--- config.mk ---
export PLATFORM = sky130hd
export DESIGN_NAME = drive_power_state_controller
export DESIGN_NICKNAME = d
export VERILOG_FILES = /design/src/rtl/dpsc_pkg.sv /design/src/rtl/dpsc_status_decode.sv /design/src/rtl/dpsc_command_merge.sv /design/src/rtl/drive_power_state_controller.sv
export SDC_FILE = /design/constraint.sdc
export NUM_CORES = 1
export LEC_CHECK = 0
export BUFFER_PORTS_ARGS = -buffer_cell sky130_fd_sc_hd__buf_2
export CAP_MARGIN = 10
export CORE_MARGIN = 5
export CORE_UTILIZATION = 50
export DETAILED_ROUTE_END_ITERATION = 6
export PLACE_DENSITY_LB_ADDON = 0.2
export SYNTH_ARGS = -nofsm -noshare
export SYNTH_HDL_FRONTEND = slang
export SYNTH_SLANG_ARGS = --single-unit
--- constraint.sdc ---
create_clock -name clk -period 4.08 [get_ports clk]
set_input_delay 0.612 -clock clk [delete_from_list [all_inputs] [get_ports clk]]
set_output_delay 0.612 -clock clk [all_outputs]
set_load 0.02 [all_outputs]
--- src/rtl/dpsc_pkg.sv ---
// ============================================================================
// dpsc_pkg - drive power state controller shared definitions
// Drive state codes, status decode patterns and command pattern tables.
// ============================================================================
package dpsc_pkg;

  typedef enum logic [2:0] {
    ST_NOT_READY      = 3'd0,
    ST_DISABLED       = 3'd1,
    ST_READY          = 3'd2,
    ST_SWITCHED_ON    = 3'd3,
    ST_ENABLED        = 3'd4,
    ST_QUICK_STOP     = 3'd5,
    ST_FAULT_REACTION = 3'd6,
    ST_FAULT          = 3'd7
  } drive_state_t;

  localparam int NUM_PATTERNS = 8;
  localparam int NUM_STATES   = 8;

  // Command pattern: bits under mask take value, others keep the held word.
  typedef struct packed {
    logic [15:0] mask;
    logic [15:0] value;
    logic        present;
  } cmd_t;

  // Result of the command select and merge.
  typedef struct packed {
    logic [15:0] control;
    logic        error;
  } merge_res_t;

  localparam logic [7:0] MODE_RESET = 8'd8;

  // Status decode patterns, tried in order; first match wins.
  localparam logic [15:0] DEC_MASK [NUM_PATTERNS] = '{
    16'h004f, 16'h006f, 16'h006f, 16'h006f,
    16'h006f, 16'h004f, 16'h004f, 16'h004f
  };
  localparam logic [15:0] DEC_VALUE [NUM_PATTERNS] = '{
    16'h0040, 16'h0021, 16'h0023, 16'h0027,
    16'h0007, 16'h000f, 16'h0008, 16'h0000
  };
  localparam drive_state_t DEC_STATE [NUM_PATTERNS] = '{
    ST_DISABLED, ST_READY, ST_SWITCHED_ON, ST_ENABLED,
    ST_QUICK_STOP, ST_FAULT_REACTION, ST_FAULT, ST_NOT_READY
  };

  // Combined masks: 0x81|0x06, 0x88|0x07 (also 0x80|0x0F etc.), 0x80|0x02, 0x80|0x08.
  localparam logic [15:0] MASK_SHUTDOWN = 16'h0087;
  localparam logic [15:0] MASK_FULL     = 16'h008F;
  localparam logic [15:0] MASK_QS_HOLD  = 16'h0082;
  localparam logic [15:0] MASK_FLT      = 16'h0088;
  localparam logic [15:0] MASK_RESET    = 16'h0080;

  // Tables indexed by drive state.
  localparam cmd_t ENABLE_CMD [NUM_STATES] = '{
    '{MASK_SHUTDOWN, 16'h0006, 1'b1},
    '{MASK_SHUTDOWN, 16'h0006, 1'b1},
    '{MASK_FULL,     16'h0007, 1'b1},
    '{MASK_FULL,     16'h000F, 1'b1},
    '{16'h0000,      16'h0000, 1'b1},
    '{MASK_FULL,     16'h000B, 1'b1},
    '{MASK_RESET,    16'h0080, 1'b1},
    '{MASK_RESET,    16'h0080, 1'b1}
  };

  localparam cmd_t DISABLE_CMD [NUM_STATES] = '{
    '{MASK_SHUTDOWN, 16'h0000, 1'b1},
    '{MASK_SHUTDOWN, 16'h0000, 1'b1},
    '{MASK_FULL,     16'h0000, 1'b1},
    '{MASK_FULL,     16'h0006, 1'b1},
    '{MASK_FULL,     16'h0007, 1'b1},
    '{16'h0000,      16'h0000, 1'b0},
    '{MASK_FULL,     16'h0080, 1'b1},
    '{MASK_FLT,      16'h0080, 1'b1}
  };

  localparam cmd_t QUICK_CMD [NUM_STATES] = '{
    '{16'h0000,      16'h0000, 1'b0},
    '{MASK_SHUTDOWN, 16'h0000, 1'b1},
    '{16'h0000,      16'h0000, 1'b0},
    '{16'h0000,      16'h0000, 1'b0},
    '{MASK_FULL,     16'h0002, 1'b1},
    '{MASK_QS_HOLD,  16'h0000, 1'b1},
    '{16'h0000,      16'h0000, 1'b0},
    '{16'h0000,      16'h0000, 1'b0}
  };

endpackage

--- src/rtl/dpsc_status_decode.sv ---
// ============================================================================
// dpsc_status_decode - status word to drive state
// Masked-compare decode of the status word; no match decodes as fault.
// ============================================================================
module dpsc_status_decode (
  input  logic [15:0]           status,
  output dpsc_pkg::drive_state_t state
);

  always_comb begin
    state = dpsc_pkg::ST_FAULT;
    // Scan from the last pattern down so the first match wins.
    for (int i = dpsc_pkg::NUM_PATTERNS - 1; i >= 0; i--) begin
      if ((status & dpsc_pkg::DEC_MASK[i]) == dpsc_pkg::DEC_VALUE[i]) begin
        state = dpsc_pkg::DEC_STATE[i];
      end
    end
  end

endmodule

--- src/rtl/dpsc_command_merge.sv ---
// ============================================================================
// dpsc_command_merge - command select and control word merge
// Pick the command pattern for state and request, merge into the held word.
// ============================================================================
module dpsc_command_merge (
  input  dpsc_pkg::drive_state_t state,
  input  logic                   enable_request,
  input  logic                   quick_stop_request,
  input  logic [15:0]            held_control,
  output dpsc_pkg::merge_res_t   result
);

  dpsc_pkg::cmd_t cmd;

  always_comb begin
    priority if (quick_stop_request) begin
      cmd = dpsc_pkg::QUICK_CMD[state];
    end else if (enable_request) begin
      cmd = dpsc_pkg::ENABLE_CMD[state];
    end else begin
      cmd = dpsc_pkg::DISABLE_CMD[state];
    end
  end

  always_comb begin
    result.error = !cmd.present;
    if (cmd.present) begin
      result.control = (held_control & ~cmd.mask) | (cmd.value & cmd.mask);
    end else begin
      result.control = held_control;
    end
  end

endmodule

--- src/rtl/drive_power_state_controller.sv ---
// ============================================================================
// drive_power_state_controller - CiA 402 style drive power state controller
// Decodes the drive status word each bus cycle and produces the merged
// control word, mode and target writes, and state flags.
// ============================================================================
// One status transfer enters per clock while s_axis_tready is high: the input
// register holds the item, the decode and the masked merge run between it and
// the result register, and the held control word, previous-enabled flag and
// recorded state update in the cycle an item moves into the result register.
// Sustained rate is one item per cycle; a stalled result register backs up
// into the input register and then into tready.
//
// s_axis_tdata fields, lowest bit up: drive_status[15:0], enable_request[16],
// quick_stop_request[17], actual_position[49:18], zero fill [55:50].
// m_axis_tdata fields, lowest bit up: control_out[15:0], mode_write[16],
// mode_value[24:17], target_write[25], target_pos[57:26],
// command_error[58], drive_state[61:59], state_changed[62], is_enabled[63].
// cfg_data sets operation_mode (signed, reset 8); write while idle, not enforced.
// ============================================================================
module drive_power_state_controller (
  input  logic        clk,
  input  logic        rst,
  // input stream
  input  logic        s_axis_tvalid,
  output logic        s_axis_tready,
  input  logic [55:0] s_axis_tdata,   // drive_status, enable_request,
                                      // quick_stop_request, actual_position
  // result stream
  output logic        m_axis_tvalid,
  input  logic        m_axis_tready,
  output logic [63:0] m_axis_tdata,   // control_out, mode_write, mode_value,
                                      // target_write, target_pos,
                                      // command_error, drive_state,
                                      // state_changed, is_enabled
  // configuration write channel
  input  logic        cfg_valid,
  output logic        cfg_ready,
  input  logic [7:0]  cfg_data        // operation_mode
);

  // Configuration register
  logic signed [7:0] operation_mode;

  // Input register
  logic               in_valid;
  logic [15:0]        in_status;
  logic               in_enable;
  logic               in_quick;
  logic signed [31:0] in_position;

  // Running state
  logic [15:0]            held_control;
  logic                   was_enabled;
  dpsc_pkg::drive_state_t recorded_state;

  // Result register
  logic               out_valid;
  logic [15:0]        out_control;
  logic               out_mode_write;
  logic signed [7:0]  out_mode_value;
  logic               out_target_write;
  logic signed [31:0] out_target_pos;
  logic               out_error;
  logic [2:0]         out_state;
  logic               out_changed;
  logic               out_enabled;

  // Per-item combinational results
  dpsc_pkg::drive_state_t state;
  dpsc_pkg::merge_res_t   merge;
  logic                   advance;
  logic                   in_accept;
  logic                   mode_write_next;
  logic                   enabled_next;
  logic                   changed_next;

  // Move the held item into the result register when that register is free
  // or its result is being taken this cycle.
  assign advance       = in_valid && (!out_valid || m_axis_tready);
  assign s_axis_tready = !in_valid || advance;
  assign in_accept     = s_axis_tvalid && s_axis_tready;
  assign cfg_ready     = 1'b1;

  dpsc_status_decode u_decode (
    .status (in_status),
    .state  (state)
  );

  dpsc_command_merge u_merge (
    .state              (state),
    .enable_request     (in_enable),
    .quick_stop_request (in_quick),
    .held_control       (held_control),
    .result             (merge)
  );

  // Mode goes out only in the switched-on state and only when a command was
  // found.
  assign mode_write_next = !merge.error && (state == dpsc_pkg::ST_SWITCHED_ON);
  assign enabled_next    = (state == dpsc_pkg::ST_ENABLED);
  assign changed_next    = (state != recorded_state);

  // Configuration register
  always_ff @(posedge clk) begin
    if (rst) begin
      operation_mode <= dpsc_pkg::MODE_RESET;
    end else if (cfg_valid && cfg_ready) begin
      operation_mode <= cfg_data;
    end
  end

  // Input register: load on transfer, drop when the item advances.
  always_ff @(posedge clk) begin
    if (rst) begin
      in_valid <= 1'b0;
    end else if (in_accept) begin
      in_valid <= 1'b1;
    end else if (advance) begin
      in_valid <= 1'b0;
    end
  end

  always_ff @(posedge clk) begin
    if (in_accept) begin
      in_status   <= s_axis_tdata[15:0];
      in_enable   <= s_axis_tdata[16];
      in_quick    <= s_axis_tdata[17];
      in_position <= s_axis_tdata[49:18];
    end
  end

  // Running state advances with each item.
  always_ff @(posedge clk) begin
    if (rst) begin
      held_control   <= 16'h0000;
      was_enabled    <= 1'b0;
      recorded_state <= dpsc_pkg::ST_NOT_READY;
    end else if (advance) begin
      held_control   <= merge.control;
      was_enabled    <= enabled_next;
      recorded_state <= state;
    end
  end

  // Result register: fill on advance, empty once taken.
  always_ff @(posedge clk) begin
    if (rst) begin
      out_valid <= 1'b0;
    end else if (advance) begin
      out_valid <= 1'b1;
    end else if (m_axis_tready) begin
      out_valid <= 1'b0;
    end
  end

  always_ff @(posedge clk) begin
    if (advance) begin
      out_control      <= merge.control;
      out_mode_write   <= mode_write_next;
      out_mode_value   <= mode_write_next ? operation_mode : 8'sd0;
      // Track actual position while the drive was not enabled at the previous item.
      out_target_write <= !was_enabled;
      out_target_pos   <= was_enabled ? 32'sd0 : in_position;
      out_error        <= merge.error;
      out_state        <= state;
      out_changed      <= changed_next;
      out_enabled      <= enabled_next;
    end
  end

  assign m_axis_tvalid = out_valid;
  assign m_axis_tdata  = {out_enabled, out_changed, out_state, out_error,
                          out_target_pos, out_target_write,
                          out_mode_value, out_mode_write, out_control};

endmodule
==> PnR_summary.wiki <==
{| class="wikitable"
! Metric !! Value
|-
| Run status || finished clean
|-
| GRT Resource Usage Total || around 14%
|-
| Number of cells produced by synthesis || 309
|-
| Horiz. Die Dim || 104 um
|-
| Top cells by area in the synthesized netlist || sky130_fd_sc_hd__edfxtp_1, sky130_fd_sc_hd__dfxtp_1, sky130_fd_sc_hd__nor2b_1
|-
| Critical hold path startpoint || s_axis_tdata[46]
|-
| Final net count || 476
|-
| Mapped Area || 4380 sq um
|-
| Period utilization || a little over half
|-
| Clk Latency, worst-skew pair || 0.37 ns
|-
| Worst hold slack || 0.408 ns
|-
| Clock-pin slew on the worst setup and hold paths || 0.11 ns
|-
| Max-slew violation total from the final report || 0
|-
| Final period demand of the worst path || between 2 and 2.5 ns
|-
| Clock buffer count from CTS || 9
|-
| Maximum number of pins on one net before global-route repair || a little over 50
|-
| Area share of the largest cell type after synthesis || 63.7%
|-
| Effective utilization at floorplan || 50.7%
|-
| Number of antenna violations at the first check in global routing || 0
|-
| H-Tree Level Count || 3
|-
| Number of post-CTS setup repair buffers || 0
|-
| Post-DRT Antenna Nets || 0
|-
| Max-cap violations || 0
|-
| Area Growth Syn to Fin || 16.5%
|-
| Yosys Warn Count || 0
|-
| Worst Skew || between 0.009 and 0.01 ns
|-
| Pin slew with the least headroom to its limit || roughly 1.1 ns
|-
| Number of violations reported at the end of detailed-routing iteration 0 || slightly below 100
|-
| Count of state elements after synthesis || approximately 110
|-
| Synth Flop Type || sky130_fd_sc_hd__edfxtp_1
|-
| Last weighted congestion value of the routability-driven placer || approximately 0.83
|-
| First-pass iteration count of the detailed router || 4
|-
| Slowest stage cell on the critical path || sky130_fd_sc_hd__edfxtp_1
|-
| Peak ir drop on the vdd network || 0.212 mV
|-
| Worst Path Max Fanout || 10
|-
| Kind of launch point of the worst setup path || flip-flop
|-
| FF-to-FF path depth || 5
|-
| Cell count of the worst hold path || 1
|-
| Detailed placer's ending HPWL || ~5300 um
|-
| RSZ-0062 raised after global routing || false
|-
| R2r endpoint || out_control[0]
|-
| Largest delay contributor family on the critical path || compound AO/OA/AOI/OAI gates
|-
| Wire length after detailed routing || 7640 um
|-
| Via count of the first global-routing pass || between 2,000 and 3,000
|-
| Most common cell type on the critical path || sky130_fd_sc_hd__a21oi_1
|-
| Count of buffer and inverter cells on the critical path || 0
|-
| CTS tree || done
|-
| Worst path max stage delay || 0.55 ns
|-
| DR DRC count || 0
|-
| Number of synthesized flops with an enable pin || 93
|-
| Most common library cells after synthesis || sky130_fd_sc_hd__edfxtp_1, sky130_fd_sc_hd__nor2b_1, sky130_fd_sc_hd__nor2_1
|-
| Die area || between 10,000 and 15,000 sq um
|-
| Count of hold-fix buffers inserted at cts || 0
|-
| Number of hold-slack violations in the final timing report || 0
|-
| Async S/R FF share, synth || 0%
|-
| Final setup vio count || 0
|-
| Inserted Diodes || 0
|-
| Category of the critical setup timing path || reg -> reg
|-
| Share of cells above drive strength 1 || between 30% and 40%
|-
| CTS Root Cell || sky130_fd_sc_hd__clkbuf_8
|-
| Startpoint of the most critical register-to-register path || in_status[1]
|-
| Total negative slack || 0 ns
|-
| Clock tree buffer depth || 2
|-
| Mean cell area of the mapped netlist || about 14 sq um
|-
| Worst Setup End Kind || flip-flop
|-
| Number of library cell types mapped by synthesis || 48
|-
| Number of placed I/O pins || around 140
|-
| Detailed-route via count || between 2,000 and 3,000
|-
| Core area || between 8000 and 9000 sq um
|-
| Seq/Total Area, Yosys || between 70% and 80%
|-
| Row Count || 34
|-
| Via density per instance || 4.98
|-
| CP Data Required Time || 4.19 ns
|-
| Maximum frequency from static timing analysis || around 450 MHz
|-
| Cells resized by post-CTS repair || 0
|-
| Routed length per placed instance || approximately 15 um
|-
| Leading area contributor after synthesis || sky130_fd_sc_hd__edfxtp_1
|-
| Power per cell area || about 420 nW/um^2
|-
| Leak Pwr || 0.00195 uW
|-
| Critical path arrival || between 2 and 2.5 ns
|-
| Flop-to-flop setup slack || 1.86 ns
|-
| Capture endpoint of the worst hold path || in_position[28]
|-
| Total overflow reported by the global router || 0
|-
| Chip height || around 100 um
|-
| Wire length of the first global-routing pass || ~12,000 um
|-
| Port bufs || 107
|-
| Worst slew slack as a fraction of its limit || approximately a quarter
|-
| Num Clock Sinks || 112
|-
| Worst min-delay path class || in -> reg
|-
| Cell-by-cell trace of the critical path || or3_1 > a21oi_1 > nand2_1 > o21ai_1 > a21oi_1
|-
| Count leader, synth || sky130_fd_sc_hd__edfxtp_1
|}
-- cell families after synthesis --
family | count (synthesis) | share of synthesized area [%]
flip-flops | 112 | 72.4
buffers and inverters | 36 | 4.71
AND/OR/NAND/NOR | 107 | 13.6
other | 2 | 0.171
multiplexers | 9 | 2.08
XOR/XNOR | 3 | 0.600
AO/OA/AOI/OAI | 40 | 6.43
-- where the power goes --
part           total, uW  internal [uW]  switching (uW)  leakage [uW]
registers           1330           1300            25.4       0.00102
clock network        637            241             396      0.000101
logic                174           65.1             108      0.000826
-- final cells by class --
| type | count | area, sq um |
|---|---|---|
| clock inverters | 7 | 70.1 |
| well taps | 108 | 135 |
| multi-input cells | 171 | 1040 |
| flip-flops and latches | 112 | 3170 |
| clock buffers | 9 | 124 |
| repair buffers | 108 | 543 |
| inverters | 5 | 18.8 |
| fillers | 705 | 3530 |
-- worst max path at each step --
stage / start / end / slack, ns / depth (start not counted)
CTS: m_axis_tvalid / out_target_pos[18] / 1.85 / 4
finish: in_status[1] / out_control[0] / 1.86 / 5
floorplan: m_axis_tready / held_control[0] / 0.93 / 6
detailed placement: m_axis_tready / out_target_pos[28] / 1.56 / 5
global route: in_status[3] / held_control[1] / 1.63 / 4
global placement: m_axis_tready / out_target_pos[28] / 1.60 / 5
-- through the flow --
step	area, sq um	instances	setup slack [ns]	power, uW	utilization [%]
after floorplan	4420	319	0.934	1470	-
after global placement	4910	504	1.60	1520	56.9
after detailed placement	4910	504	1.56	1530	56.9
after CTS	5100	520	1.85	2160	59.1
after global routing	5100	520	1.63	2230	59.1
final	5100	520	1.86	2140	59.1
-- state kept, by name (all words and copies together), names as in the netlist --
name	flops
in_position	32
out_target_pos	32
operation_mode	8
out_mode_value	8
in_status	6
held_control	5
out_control	5
out_state	3
recorded_state	3
in_enable	1
in_quick	1
in_valid	1
m_axis_tvalid	1
out_changed	1
out_enabled	1
out_error	1
out_mode_write	1
out_target_write	1
was_enabled	1
-- cells in the final DEF (no fill, tap or decap), drive strengths merged, types with 2 or more instances in the layout --
master  synthesis  final
a211o           2      2
a211oi          3      3
a21oi          12     12
a311oi          2      2
and2           11     11
buf            23    108
clkbuf          8      9
clkinv          0      3
conb            2     12
dfxtp          19     19
edfxtp         93     93
inv             5      9
mux2i           8      8
nand2          13     13
nand2b          4      4
nand4b          2      2
nor2           24     24
nor2b          38     38
nor3            5      5
o21a            3      3
o21ai           5      5
o31ai           2      2
or3             3      3
xor2            2      2
-- metal layers --
metal,part of all wire (%),vias to the layer above,track usage (%)
li1,-,1276,-
met1,45,1220,18.9
met2,47,86,22.4
met3,7.2,10,4.66
met4,1.2,0,4.22
met5,0,-,0
Note: power is estimated with default switching activity, not from simulation.
